[src/rtl/opsd_pkg.sv]
// shared types and constants for the page segment deframer
`default_nettype none

package opsd_pkg;

   // lacing entries kept per page
   localparam int MAX_SEGMENTS = 255;
   localparam int SEG_IDX_W    = (MAX_SEGMENTS > 1) ? $clog2(MAX_SEGMENTS) : 1;
   localparam int SEG_CNT_W    = $clog2(MAX_SEGMENTS + 1);

   localparam int HEADER_BYTES  = 27;
   localparam int MAGIC_BYTES   = 4;
   localparam int HDR_POS_W     = 5;
   localparam int PAGE_LEN_W    = 16;
   localparam int ENTRY_W       = 16;
   localparam int CSR_ADDR_W    = 3;
   localparam int CSR_DATA_W    = 32;

   // "OggS" read little-endian
   localparam logic [CSR_DATA_W-1:0] MAGIC_RESET = 32'h5367_674F;

   typedef enum logic [1:0] {
      PH_HEADER  = 2'd0,
      PH_TABLE   = 2'd1,
      PH_PAYLOAD = 2'd2
   } phase_type;

   typedef enum logic [1:0] {
      KIND_PAYLOAD   = 2'd0,
      KIND_HEADER    = 2'd1,
      KIND_BAD_MAGIC = 2'd2
   } kind_type;

   typedef enum logic [0:0] {
      REG_EXPECTED_MAGIC = 1'd0
   } reg_index_type;

   typedef struct packed {
      kind_type                kind;
      logic [7:0]              payload_byte;
      logic [7:0]              segment_index;
      logic [7:0]              seg_length;
      logic                    last_of_segment;
      logic                    last_of_page;
      logic [PAGE_LEN_W-1:0]   page_length;
      logic [7:0]              segment_count;
   } result_type;

endpackage

`default_nettype wire

[src/rtl/opsd_ram.sv]
// generic single write port, single read port ram with registered read
`default_nettype none

module opsd_ram #(
   parameter int WIDTH = 16,
   parameter int DEPTH = 256,
   localparam int ADDR_W = (DEPTH > 1) ? $clog2(DEPTH) : 1
) (
   input  wire logic              clock,
   input  wire logic              wr_en,
   input  wire logic [ADDR_W-1:0] wr_addr,
   input  wire logic [WIDTH-1:0]  wr_data,
   input  wire logic              rd_en,
   input  wire logic [ADDR_W-1:0] rd_addr,
   output      logic [WIDTH-1:0]  rd_data
);

   logic [WIDTH-1:0] mem [DEPTH];

   // read returns the old contents on a same-address write
   always_ff @(posedge clock) begin
      if (wr_en) begin
         mem[wr_addr] <= wr_data;
      end
      if (rd_en) begin
         rd_data <= mem[rd_addr];
      end
   end

endmodule

`default_nettype wire

[src/rtl/opsd_csr.sv]
// configuration register file for the deframer
`default_nettype none

module opsd_csr
   import opsd_pkg::*;
(
   input  wire logic                  clock,
   input  wire logic                  reset,
   input  wire logic                  psel,
   input  wire logic                  penable,
   input  wire logic                  pwrite,
   input  wire logic [CSR_ADDR_W-1:0] paddr,
   input  wire logic [CSR_DATA_W-1:0] pwdata,
   output      logic [CSR_DATA_W-1:0] prdata,
   output      logic                  pready,
   output      logic [CSR_DATA_W-1:0] expected_magic
);

   logic [CSR_DATA_W-1:0] magic_ff;
   logic [CSR_DATA_W-1:0] magic_in;
   reg_index_type         reg_sel;
   logic                  wr_access;

   assign reg_sel   = reg_index_type'(paddr[CSR_ADDR_W-1]);
   assign wr_access = psel && penable && pwrite;
   assign pready    = 1'b1;

   always_comb begin
      magic_in = magic_ff;
      if (wr_access && reg_sel == REG_EXPECTED_MAGIC) begin
         magic_in = pwdata;
      end
   end

   always_ff @(posedge clock) begin
      if (reset) begin
         magic_ff <= MAGIC_RESET;
      end else begin
         magic_ff <= magic_in;
      end
   end

   always_comb begin
      case (reg_sel)
         REG_EXPECTED_MAGIC: prdata = magic_ff;
         default:            prdata = '0;
      endcase
   end

   assign expected_magic = magic_ff;

endmodule

`default_nettype wire

[src/rtl/opsd_core.sv]
// header, lacing table and payload sequencer around the entry ram
`default_nettype none

module opsd_core
   import opsd_pkg::*;
(
   input  wire logic                  clock,
   input  wire logic                  reset,
   input  wire logic                  take,
   input  wire logic [7:0]            data_byte,
   input  wire logic [CSR_DATA_W-1:0] expected_magic,
   output      logic                  res_valid,
   output      result_type            res
);

   phase_type              phase_ff, phase_in;
   logic [HDR_POS_W-1:0]   hdr_pos_ff, hdr_pos_in;
   logic [23:0]            magic_ff, magic_in;
   logic [7:0]             tbl_size_ff, tbl_size_in;
   logic [7:0]             tbl_pos_ff, tbl_pos_in;
   logic [PAGE_LEN_W-1:0]  pay_total_ff, pay_total_in;
   logic [SEG_CNT_W-1:0]   nz_count_ff, nz_count_in;
   logic [SEG_CNT_W-1:0]   rd_entry_ff, rd_entry_in;
   logic [7:0]             byte_seg_ff, byte_seg_in;
   logic [ENTRY_W-1:0]     cur_ff, cur_in;
   logic                   fwd_valid_ff, fwd_valid_in;
   logic [ENTRY_W-1:0]     fwd_data_ff;

   logic                   wr_en;
   logic [SEG_IDX_W-1:0]   wr_addr;
   logic [ENTRY_W-1:0]     wr_data;
   logic                   rd_en;
   logic [SEG_IDX_W-1:0]   rd_addr;
   logic [SEG_CNT_W:0]     rd_next;
   logic [ENTRY_W-1:0]     rd_data;
   logic [ENTRY_W-1:0]     nxt_entry;

   logic [7:0]             seg_len;
   logic                   seg_end;
   logic                   page_end;

   opsd_ram #(
      .WIDTH (ENTRY_W),
      .DEPTH (MAX_SEGMENTS)
   ) u_entry_ram (
      .clock   (clock),
      .wr_en   (wr_en),
      .wr_addr (wr_addr),
      .wr_data (wr_data),
      .rd_en   (rd_en),
      .rd_addr (rd_addr),
      .rd_data (rd_data)
   );

   // entry after the current one, with same-cycle write bypass
   assign nxt_entry = fwd_valid_ff ? fwd_data_ff : rd_data;

   assign seg_len  = cur_ff[7:0];
   assign seg_end  = ({1'b0, byte_seg_ff} + 9'd1) >= {1'b0, seg_len};
   assign page_end = seg_end && (({1'b0, rd_entry_ff} + 1'b1) >= {1'b0, nz_count_ff});

   assign wr_addr = nz_count_ff[SEG_IDX_W-1:0];
   assign wr_data = {tbl_pos_ff, data_byte};
   assign wr_en   = take && phase_ff == PH_TABLE && data_byte != 8'd0
                    && nz_count_ff < SEG_CNT_W'(MAX_SEGMENTS);

   // prefetch the entry after the one in use
   assign rd_next      = {1'b0, rd_entry_in} + 1'b1;
   assign rd_en        = rd_next < (SEG_CNT_W + 1)'(MAX_SEGMENTS);
   assign rd_addr      = rd_next[SEG_IDX_W-1:0];
   assign fwd_valid_in = wr_en && rd_en && wr_addr == rd_addr;

   always_comb begin
      phase_in     = phase_ff;
      hdr_pos_in   = hdr_pos_ff;
      magic_in     = magic_ff;
      tbl_size_in  = tbl_size_ff;
      tbl_pos_in   = tbl_pos_ff;
      pay_total_in = pay_total_ff;
      nz_count_in  = nz_count_ff;
      rd_entry_in  = rd_entry_ff;
      byte_seg_in  = byte_seg_ff;
      cur_in       = cur_ff;
      res_valid    = 1'b0;
      res          = '0;
      res.kind     = KIND_PAYLOAD;

      if (take) begin
         case (phase_ff)
            PH_TABLE: begin
               pay_total_in = pay_total_ff + PAGE_LEN_W'(data_byte);
               nz_count_in  = nz_count_ff + SEG_CNT_W'(wr_en);
               if (wr_en && nz_count_ff == '0) begin
                  cur_in = wr_data;
               end
               tbl_pos_in = tbl_pos_ff + 8'd1;
               if (tbl_pos_in == tbl_size_ff) begin
                  res_valid         = 1'b1;
                  res.kind          = KIND_HEADER;
                  res.page_length   = PAGE_LEN_W'(HEADER_BYTES)
                                      + PAGE_LEN_W'(tbl_size_ff) + pay_total_in;
                  res.segment_count = tbl_size_ff;
                  if (nz_count_in == '0) begin
                     res.last_of_page = 1'b1;
                     phase_in         = PH_HEADER;
                     hdr_pos_in       = '0;
                     magic_in         = '0;
                  end else begin
                     phase_in    = PH_PAYLOAD;
                     rd_entry_in = '0;
                     byte_seg_in = '0;
                  end
               end
            end

            PH_PAYLOAD: begin
               res_valid           = 1'b1;
               res.kind            = KIND_PAYLOAD;
               res.payload_byte    = data_byte;
               res.segment_index   = cur_ff[15:8];
               res.seg_length      = seg_len;
               res.last_of_segment = seg_end;
               res.last_of_page    = page_end;
               if (page_end) begin
                  phase_in   = PH_HEADER;
                  hdr_pos_in = '0;
                  magic_in   = '0;
               end else if (seg_end) begin
                  rd_entry_in = rd_entry_ff + 1'b1;
                  byte_seg_in = '0;
                  cur_in      = nxt_entry;
               end else begin
                  byte_seg_in = byte_seg_ff + 8'd1;
               end
            end

            default: begin
               phase_in = PH_HEADER;
               if (hdr_pos_ff < HDR_POS_W'(MAGIC_BYTES - 1)) begin
                  magic_in   = magic_ff | (24'(data_byte) << {hdr_pos_ff[1:0], 3'b000});
                  hdr_pos_in = hdr_pos_ff + 1'b1;
               end else if (hdr_pos_ff == HDR_POS_W'(MAGIC_BYTES - 1)) begin
                  if ({data_byte, magic_ff} != expected_magic) begin
                     res_valid  = 1'b1;
                     res.kind   = KIND_BAD_MAGIC;
                     hdr_pos_in = '0;
                     magic_in   = '0;
                  end else begin
                     hdr_pos_in = hdr_pos_ff + 1'b1;
                  end
               end else if (hdr_pos_ff < HDR_POS_W'(HEADER_BYTES - 1)) begin
                  hdr_pos_in = hdr_pos_ff + 1'b1;
               end else begin
                  // segment count byte
                  tbl_size_in  = data_byte;
                  tbl_pos_in   = '0;
                  pay_total_in = '0;
                  nz_count_in  = '0;
                  rd_entry_in  = '0;
                  byte_seg_in  = '0;
                  hdr_pos_in   = '0;
                  if (data_byte == 8'd0) begin
                     res_valid         = 1'b1;
                     res.kind          = KIND_HEADER;
                     res.last_of_page  = 1'b1;
                     res.page_length   = PAGE_LEN_W'(HEADER_BYTES);
                     res.segment_count = 8'd0;
                     magic_in          = '0;
                  end else begin
                     phase_in = PH_TABLE;
                  end
               end
            end
         endcase
      end
   end

   always_ff @(posedge clock) begin
      if (reset) begin
         phase_ff <= PH_HEADER;
      end else begin
         phase_ff <= phase_in;
      end
   end

   always_ff @(posedge clock) begin
      if (reset) begin
         hdr_pos_ff   <= '0;
         magic_ff     <= '0;
         tbl_size_ff  <= '0;
         tbl_pos_ff   <= '0;
         pay_total_ff <= '0;
         nz_count_ff  <= '0;
         rd_entry_ff  <= '0;
         byte_seg_ff  <= '0;
         fwd_valid_ff <= 1'b0;
      end else begin
         hdr_pos_ff   <= hdr_pos_in;
         magic_ff     <= magic_in;
         tbl_size_ff  <= tbl_size_in;
         tbl_pos_ff   <= tbl_pos_in;
         pay_total_ff <= pay_total_in;
         nz_count_ff  <= nz_count_in;
         rd_entry_ff  <= rd_entry_in;
         byte_seg_ff  <= byte_seg_in;
         fwd_valid_ff <= fwd_valid_in;
      end
   end

   always_ff @(posedge clock) begin
      cur_ff      <= cur_in;
      fwd_data_ff <= wr_data;
   end

`ifndef SYNTHESIS
   a_write_in_table: assert property (@(posedge clock) disable iff (reset)
      wr_en |-> phase_ff == PH_TABLE)
      else $error("entry write outside the lacing table");

   a_entry_in_range: assert property (@(posedge clock) disable iff (reset)
      phase_ff == PH_PAYLOAD |-> rd_entry_ff < nz_count_ff)
      else $error("segment entry beyond stored count");

   a_segment_nonempty: assert property (@(posedge clock) disable iff (reset)
      phase_ff == PH_PAYLOAD |-> seg_len != 8'd0)
      else $error("empty segment in payload");

   a_result_needs_byte: assert property (@(posedge clock) disable iff (reset)
      res_valid |-> take)
      else $error("result without a byte transfer");

   a_payload_after_header: assert property (@(posedge clock) disable iff (reset)
      take && phase_ff == PH_TABLE && phase_in == PH_PAYLOAD
      |=> phase_ff == PH_PAYLOAD && byte_seg_ff == 8'd0 && rd_entry_ff == '0)
      else $error("payload did not start at the first segment");
`endif

endmodule

`default_nettype wire

[src/rtl/ogg_page_segment_deframer.sv]
// top level of the page segment deframer: config port, core and result register
`default_nettype none

// Takes one byte of a back-to-back page stream per cycle and returns at most
// one result per byte, in the cycle after the transfer, in a result register.
// A byte is taken in every cycle in which the result register is empty or
// being drained; the only stall comes from a stalled, full result register.
// The first four header bytes are compared (little-endian) with the
// expected_magic register; a mismatch gives a bad magic result and the
// header search restarts with the next byte. Header byte 26 is the segment
// count; after the lacing table a header result gives page length and
// segment count, then each payload byte comes out with its segment index,
// segment length and last-of-segment / last-of-page marks. Empty segments
// produce nothing. Nonzero lacing entries live in a 255-entry ram with one
// write and one read port; the entry after the one in use is prefetched,
// with a same-cycle write bypass, so segment changes never stall. The ram needs
// no clearing pass since every entry read in a page was written earlier in it.
// expected_magic must be written only while idle; this is not enforced.
module ogg_page_segment_deframer
   import opsd_pkg::*;
(
   input  wire logic                  clock,
   input  wire logic                  reset,
   // byte stream
   input  wire logic                  req_valid,
   output      logic                  req_stall,
   input  wire logic [7:0]            req_data_byte,
   // results
   output      logic                  rsp_valid,
   input  wire logic                  rsp_stall,
   output      logic [1:0]            rsp_result_kind,
   output      logic [7:0]            rsp_payload_byte,
   output      logic [7:0]            rsp_segment_index,
   output      logic [7:0]            rsp_seg_length,
   output      logic                  rsp_last_of_segment,
   output      logic                  rsp_last_of_page,
   output      logic [PAGE_LEN_W-1:0] rsp_page_length,
   output      logic [7:0]            rsp_segment_count,
   // configuration
   input  wire logic                  psel,
   input  wire logic                  penable,
   input  wire logic                  pwrite,
   input  wire logic [CSR_ADDR_W-1:0] paddr,
   input  wire logic [CSR_DATA_W-1:0] pwdata,
   output      logic [CSR_DATA_W-1:0] prdata,
   output      logic                  pready
);

   logic [CSR_DATA_W-1:0] expected_magic;
   logic                  take;
   logic                  res_valid;
   result_type            res;

   logic                  rsp_valid_ff, rsp_valid_in;
   result_type            rsp_ff;

   opsd_csr u_csr (
      .clock          (clock),
      .reset          (reset),
      .psel           (psel),
      .penable        (penable),
      .pwrite         (pwrite),
      .paddr          (paddr),
      .pwdata         (pwdata),
      .prdata         (prdata),
      .pready         (pready),
      .expected_magic (expected_magic)
   );

   // a byte moves whenever the result register can take what it makes
   assign req_stall = rsp_valid_ff && rsp_stall;
   assign take      = req_valid && !req_stall;

   opsd_core u_core (
      .clock          (clock),
      .reset          (reset),
      .take           (take),
      .data_byte      (req_data_byte),
      .expected_magic (expected_magic),
      .res_valid      (res_valid),
      .res            (res)
   );

   // result register: refilled in the cycle it drains
   always_comb begin
      rsp_valid_in = rsp_valid_ff && rsp_stall;
      if (res_valid) begin
         rsp_valid_in = 1'b1;
      end
   end

   always_ff @(posedge clock) begin
      if (reset) begin
         rsp_valid_ff <= 1'b0;
      end else begin
         rsp_valid_ff <= rsp_valid_in;
      end
   end

   always_ff @(posedge clock) begin
      if (res_valid) begin
         rsp_ff <= res;
      end
   end

   assign rsp_valid           = rsp_valid_ff;
   assign rsp_result_kind     = rsp_ff.kind;
   assign rsp_payload_byte    = rsp_ff.payload_byte;
   assign rsp_segment_index   = rsp_ff.segment_index;
   assign rsp_seg_length      = rsp_ff.seg_length;
   assign rsp_last_of_segment = rsp_ff.last_of_segment;
   assign rsp_last_of_page    = rsp_ff.last_of_page;
   assign rsp_page_length     = rsp_ff.page_length;
   assign rsp_segment_count   = rsp_ff.segment_count;

endmodule

`default_nettype wire

[config.mk]
export PLATFORM = sky130hd
export DESIGN_NAME = ogg_page_segment_deframer
export DESIGN_NICKNAME = d
export VERILOG_FILES = /design/src/rtl/opsd_pkg.sv /design/src/rtl/opsd_ram.sv /design/src/rtl/opsd_csr.sv /design/src/rtl/opsd_core.sv /design/src/rtl/ogg_page_segment_deframer.sv
export SDC_FILE = /design/constraint.sdc
export NUM_CORES = 2
export LEC_CHECK = 0
export BUFFER_PORTS_ARGS = -buffer_cell sky130_fd_sc_hd__buf_2
export CORE_MARGIN = 2
export CORE_UTILIZATION = 55
export DETAILED_ROUTE_END_ITERATION = 10
export GPL_ROUTABILITY_DRIVEN = 1
export PLACE_DENSITY = 0.77
export SLEW_MARGIN = 20
export SYNTH_ARGS = -nofsm -noshare
export SYNTH_HDL_FRONTEND = slang
export SYNTH_HIERARCHICAL = 1
export SYNTH_SLANG_ARGS = --single-unit
[constraint.sdc]
create_clock -name clock -period 9.4 [get_ports clock]
set_clock_uncertainty 0.2 [all_clocks]
set_input_delay 0.94 -clock clock [delete_from_list [all_inputs] [get_ports clock]]
set_output_delay 0.94 -clock clock [all_outputs]
set_load 0.03 [all_outputs]
After elaboration in Yosys (flattened, before gate mapping)
Memory sizes are Yosys's and may differ from the RTL's. A register that Yosys moved wholly into a read port is not among the register bits.
Cells that the tools add are included.

cells by class
  reduce and logical (&&, ||, !) cells = 28
  div/mod/pow operators = 0
  muxes and demuxes = 80
  shifts and indexed selects = 1
  equality and inequality tests = 21
  $mul = 0
  $lt $le $gt $ge = 6
  $add $sub $neg = 11
  bitwise gates (word level) = 7

operators with widths
  kind                   number
  $mux W24               8
  $mux W25               5
  $mux W8                15
  $mux W16               7
  $pmux W24 S2           2
  $pmux W16 S2           2
  $pmux W8 S2            4
  $mux W5                7
  $mux W32               1
  $ne A32 B32 Y1         1
  $add A8 B1 Y9 const B  3
  $add A8 B1 Y8 const B  3
  $logic_not A8 Y1       3
  $or A24 B24 Y24        1
  $shl A8 B5 Y24         1
  $mux W2                10
  $ge A9 B8 Y1           2
  $add A16 B16 Y16       1
  $add A16 B8 Y16        1
  $eq A8 B8 Y1           2
  $reduce_and A5 Y1      3
  $mux W1                14
  $reduce_and A7 Y1      2
  $logic_and A1 B1 Y1    12
  27 further kinds       44

storage, ports and cells
  bits in latches = 0
  bits in read-only memories = 0
  flip-flop bits (word level) = 205
  memories = 1
  bits in writable memories = 4080
  bits of input ports = 50

memory list
  name                    words  bits a word  read ports  clocked after memory_dff  wr ports  RTL line        text
  u_core.u_entry_ram.mem  255    16           1           1                         1         opsd_ram.sv:18  logic [WIDTH-1:0] mem [DEPTH];

Depth between registers and ports, before layout
  depth after elaboration = 16
  gate-level depth with buffers = 29

By module
Netlist, hierarchy kept.

modules (own cells, without submodules)
  module                     instances  sequential area each (um^2)  area an instance (um^2)  cells each
  opsd_ram                   1          122998.0                     159770.7                 7801
  opsd_core                  1          2562.5                       8129.0                   1009
  ogg_page_segment_deframer  1          1581.5                       1607.8                   57
  opsd_csr                   1          640.6                        1602.8                   177

Worst setup path before layout
Ideal clock, no wire load.

  path type = reg2reg
  start point = register u_core.tbl_pos_ff[0]
  end point = register u_core.u_entry_ram.rd_data[12] (read register of u_core.u_entry_ram.mem) (data pin)
  path slack = 750 ps
  buffers on the path = 4
  stages on the path, launching flop included = 23
  period minus slack after synthesis = 8650 ps
  library setup time = 261 ps
  data arrival time = 8190 ps
  required time = 8939 ps
  cell sequence = dfxtp_1 ha_1 and3_1 a21oi_1 nor4b_4 o2111ai_4 and2b_1 or3_1 a32o_2 ha_1 inv_1 a211o_1 nor3b_2 xnor2_1 clkbuf_1 buf_2 clkbuf_1 clkbuf_1 nand3_1 nor2_1 a21oi_1 nand4_1 o41ai_2

between the ends
  cells in the longest elaborated chain, start to end = 7

RTL lines
  what                             RTL line          text
  from (decl)                      opsd_core.sv:20   logic [7:0] tbl_pos_ff, tbl_pos_in;
  from (signal assigned)           opsd_core.sv:201  tbl_pos_ff <= tbl_pos_in;
  $add A8 B1 Y8 *                  opsd_core.sv:96   tbl_pos_in = tbl_pos_ff + 8'd1;
  $eq A8 B8 Y1 *                   opsd_core.sv:97   if (tbl_pos_in == tbl_size_ff) begin
  $mux W8 *                        opsd_core.sv:97
  $pmux W8 S2 *                    opsd_core.sv:89   case (phase_ff)
  $mux W8 *                        opsd_core.sv:88   if (take) begin
  named net u_core.rd_entry_in[1]  opsd_core.sv:23   logic [SEG_CNT_W-1:0] rd_entry_ff, rd_entry_in;
  $add A8 B1 Y9 *                  opsd_core.sv:68   assign rd_next = {1'b0, rd_entry_in} + 1'b1;
  named net u_core.rd_next[6]      opsd_core.sv:34   logic [SEG_CNT_W:0] rd_next;
  $lt A9 B8 Y1                     opsd_core.sv:69   assign rd_en = rd_next < (SEG_CNT_W + 1)'(MAX_SEGMENTS);
  to (decl)                        opsd_ram.sv:15    output logic [WIDTH-1:0] rd_data

The timed path passes the listed nets; every way through them passes the cells marked *.
A chain may end at the register's enable or synchronous reset.

Worst setup path in the final report
  start point = register u_core.nz_count_ff[5]
  end point = register u_core.u_entry_ram.rd_data[14] (read register of u_core.u_entry_ram.mem) (data pin)

between the ends
  cells in the longest elaborated chain, start to end = 10
  elaborated cells on any way between the ends = 13
  classes of those cells = add/sub: 2; order compare: 3; mux: 5; reduce/logical: 3

RTL lines
  what                         RTL line          text
  from (decl)                  opsd_core.sv:22   logic [SEG_CNT_W-1:0] nz_count_ff, nz_count_in;
  from (signal assigned)       opsd_core.sv:203  nz_count_ff <= nz_count_in;
  $lt A8 B8 Y1 *               opsd_core.sv:65   && nz_count_ff < SEG_CNT_W'(MAX_SEGMENTS);
  $logic_and A1 B1 Y1 *        opsd_core.sv:65
  named net u_core.wr_en       opsd_core.sv:29   logic wr_en;
  $add A8 B1 Y8 *              opsd_core.sv:92   nz_count_in = nz_count_ff + SEG_CNT_W'(wr_en);
  $logic_not A8 Y1 *           opsd_core.sv:103  if (nz_count_in == '0) begin
  $mux W8 *                    opsd_core.sv:103
  $mux W8 *                    opsd_core.sv:97
  $pmux W8 S2 *                opsd_core.sv:89
  $mux W8 *                    opsd_core.sv:88
  $add A8 B1 Y9 *              opsd_core.sv:68
  named net u_core.rd_next[0]  opsd_core.sv:34
  $lt A9 B8 Y1                 opsd_core.sv:69

Marked as above.

==> impl_metrics.csv <==
group,metric,value,unit
placed_design,io_buffer_count,133,
critical_path,critPathMaxFanout,26,
cells_and_area,layout_commonest_cell,"edfxtp_1",
synthesis,synth_ff_type,"edfxtp_1",
clock_tree,htreeDepth,5,
detailed_routing,routed_via_density,6.81,
synthesis,async_flop_share,0,%
critical_path,crit_required,9.86,ns
global_routing,grt_usage,29.5,%
critical_path,r2r_slack,0.20,ns
sta,hold_ws,0.0721,ns
critical_path,crit_type,"reg2reg",
clock_tree,postCtsSetupBuffers,0,
cells_and_area,drive_gt1_share,20.5,%
synthesis,synthCells,9044,
clock_tree,cts_tree,"done",
sta,clock.fmax,109,MHz
floorplanning,start_util,55.4,%
sta,grt_setup_unrepaired,"false",
global_routing,use_met1,39.3,%
clock_tree,cts_made_buffers,413,
detailed_routing,wirelength,471000,um
power_and_ir_drop,p_leak,70.3,nW
power_and_ir_drop,p_sw,7.45,mW
detailed_routing,drt_iter0_markers,16446,
clock_tree,cts_resized,0,
synthesis,ys_seq_area_share,74.7,%
detailed_routing,drc,0,
sta,slew_headroom,12.5,%
sta,hold_violations,0,
sta,drv_slew,0,
sta,min_period_over_period,97.9,%
global_routing,grt_max_degree,212,
clock_tree,insertion_delay,0.96,ns
floorplanning,fp.dieH,562,um
sta,finalSetupTns,0,ns
global_routing,grt_pass1_wl,669000,um
sta,setup_ws,0.198,ns
power_and_ir_drop,clock_power_share,43.9,%
clock_tree,max-clock-path-buffers,4,
clock_tree,holdBufCountCts,0,
synthesis,synth_area_per_cell,18.9,sq um
critical_path,worstPathArrival,9.66,ns
global_routing,first_global_vias,92795,
synthesis,ys_ff_latch,4301,
power_and_ir_drop,p_int,30.3,mW
floorplanning,rows,204,
power_and_ir_drop,vdd_drop_max,177,uV
sta,worst_slew_pin_slew,1.30,ns
synthesis,ys.warnings.count,6,
detailed_routing,wire_per_inst,33.6,um
global_routing,busiest_layer,"met2",
critical_path,worstSetupStartpointType,"flop",
synthesis,synth_nets,9145,
cells_and_area,final_cell_mix,"edfxtp_1 (4164), mux2i_1 (771), mux4_2 (666)",
global_routing,antenna_found_initial,30,
clock_tree,cts-root-buf,"clkbuf_16",
synthesis,syn-cell-area,171000,sq um
placed_design,gp_congestion,0.962,
detailed_routing,dr.pass1.iters,7,
sta,setup_violations,0,
cells_and_area,syn2layout_area_growth,11.8,%
floorplanning,core_area,309000,sq um
detailed_routing,dr_total_vias,95425,
flow_run,drv_cap,0,
power_and_ir_drop,swShare,19.7,%
floorplanning,die-area,316000,sq um
hold_path,hp-class,"in2reg",
floorplanning,die_w,562,um
power_and_ir_drop,p_per_area,197,nW/um^2
global_routing,met3_usage,8.88,%
global_routing,grt.overflow.total,0,
detailed_routing,antenna_left,0,
sta,final.min_clock_period,9.20,ns
synthesis,synthDistinctLibCells,116,
cells_and_area,final_nets,9635,
power_and_ir_drop,combPwrFrac,0.8,%
power_and_ir_drop,finalPower,37.8,mW
placed_design,place_ws,0.157,ns
power_and_ir_drop,p_seq_share,55.2,%
critical_path,endpoint_kind,"flop",
clock_tree,cts.reportedPaths.clkPinSlew,0.06,ns
floorplanning,num_io_pins,137,
synthesis,synth-edff-count,4164,
placed_design,dpl.hpwl,278000,um
run_status,status,"completed",
global_routing,grt_util_met2,45.0,%
clock_tree,numClockSinks,4301,
metrics by stage:
stage	instances	utilization (%)	instance area (sq um)
after global routing	14003	61.9	191000
final	14017	61.9	191000
after global placement	13237	57.5	178000
after floorplan	9044	-	171000
after detailed placement	13237	57.5	178000
after CTS	13999	61.8	191000
area by class of cell:
type                       instances  area, sq um
antenna                           16         40.0
clock buffer                     501        10800
clock inverter                   261         2690
fill                           20078       118000
inverter                          56          223
multi-input combinational       4132        39600
sequential                      4301       128000
tap                             4120         5150
timing repair buffer             630         4990
logic make-up after synthesis:
group | after synthesis | synth area share, %
muxes | 1472 | 13.7
AOI/OAI and AO/OA | 1163 | 4.70
buffers and inverters | 611 | 2.39
and+or+nand+nor | 1354 | 3.72
DFF | 4301 | 74.7
adders and majority gates | 51 | 0.382
other | 1 | 0.00219
xor gates and xnor gates | 91 | 0.474
state kept, by name, indices dropped and copies added (netlist names), 16 cells and up:
name,flops
u_core/cur_ff,16
u_core/u_entry_ram/mem,4080
u_core/pay_total_ff,16
rsp_page_length,16
u_csr/expected_magic,32
u_core/magic_ff,24
u_core/u_entry_ram/rd_data,16
u_core/fwd_data_ff,16
final timing paths:
check	startpoint	to	cells past startpoint
setup / recovery	u_core/nz_count_ff[5]$_SDFFE_PP0P_	u_core/u_entry_ram/rd_data[14]$_DFFE_PP_	25
hold / removal	pwdata[10]	u_csr/expected_magic[10]$_SDFFE_PP1P_	3
setup reg to reg	u_core/nz_count_ff[5]$_SDFFE_PP0P_	u_core/u_entry_ram/rd_data[14]$_DFFE_PP_	25
hold reg to reg	u_core/pay_total_ff[0]$_SDFFE_PP0P_	u_core/pay_total_ff[0]$_SDFFE_PP0P_	2
worst max-delay path: stages, from the launching register on:
cell,delay (ns)
dfxtp_1,0.89
nand2_1,0.30
or4_1,0.50
nor2_1,0.19
nor4_2,0.09
ha_1,0.24
ha_1,0.24
nand3_1,0.20
nor2_1,0.10
a41oi_2,0.29
o2111ai_4,0.24
and2b_1,0.27
o41ai_4,0.47
inv_1,0.24
ha_4,0.24
inv_1,0.16
xnor2_2,0.24
buf_4,0.40
nand2b_4,0.72
buf_4,0.46
o221ai_1,0.22
o22ai_1,0.22
nor3_1,0.09
nor3_1,1.00
or4_1,0.51
o41ai_1,0.18
routing by layer:
metal / share of wire [%] / up-vias
met2: 46 / 7784
li1: - / 37933
met1: 34 / 48296
met4: 5.6 / 18
met3: 15 / 1394
met5: 0.025 / -
cell usage after synthesis (49+ instances only):
library cell	number	area share, %
edfxtp_1	4164	73
mux2i_1	771	4.5
mux4_2	666	8.8
nor2_1	546	1.2
a21oi_1	291	0.85
nand2_1	268	0.59
o221ai_1	248	1.3
clkbuf_1	230	0.50
o22ai_1	138	0.50
dfxtp_1	137	1.6
o21ai_0	127	0.37
nand3_1	109	0.32
buf_2	108	0.32
nor3_1	97	0.28
xnor2_1	73	0.37
buf_6	66	0.43
a211oi_1	60	0.26
nor2b_1	59	0.22
buf_4	56	0.25
inv_1	53	0.12
ha_1	49	0.36
power by group through the flow:
stage | logic (mW) | clock network [mW] | registers, mW
CTS | 0.310 | 16.7 | 20.9
detailed placement | 0.308 | 0 | 21.3
global route | 0.332 | 17.4 | 20.8
floorplan | 0.0839 | 0 | 21.3
global placement | 0.293 | 0 | 21.3
finish | 0.316 | 16.6 | 20.9
Note: power is estimated with default switching activity, not from simulation.
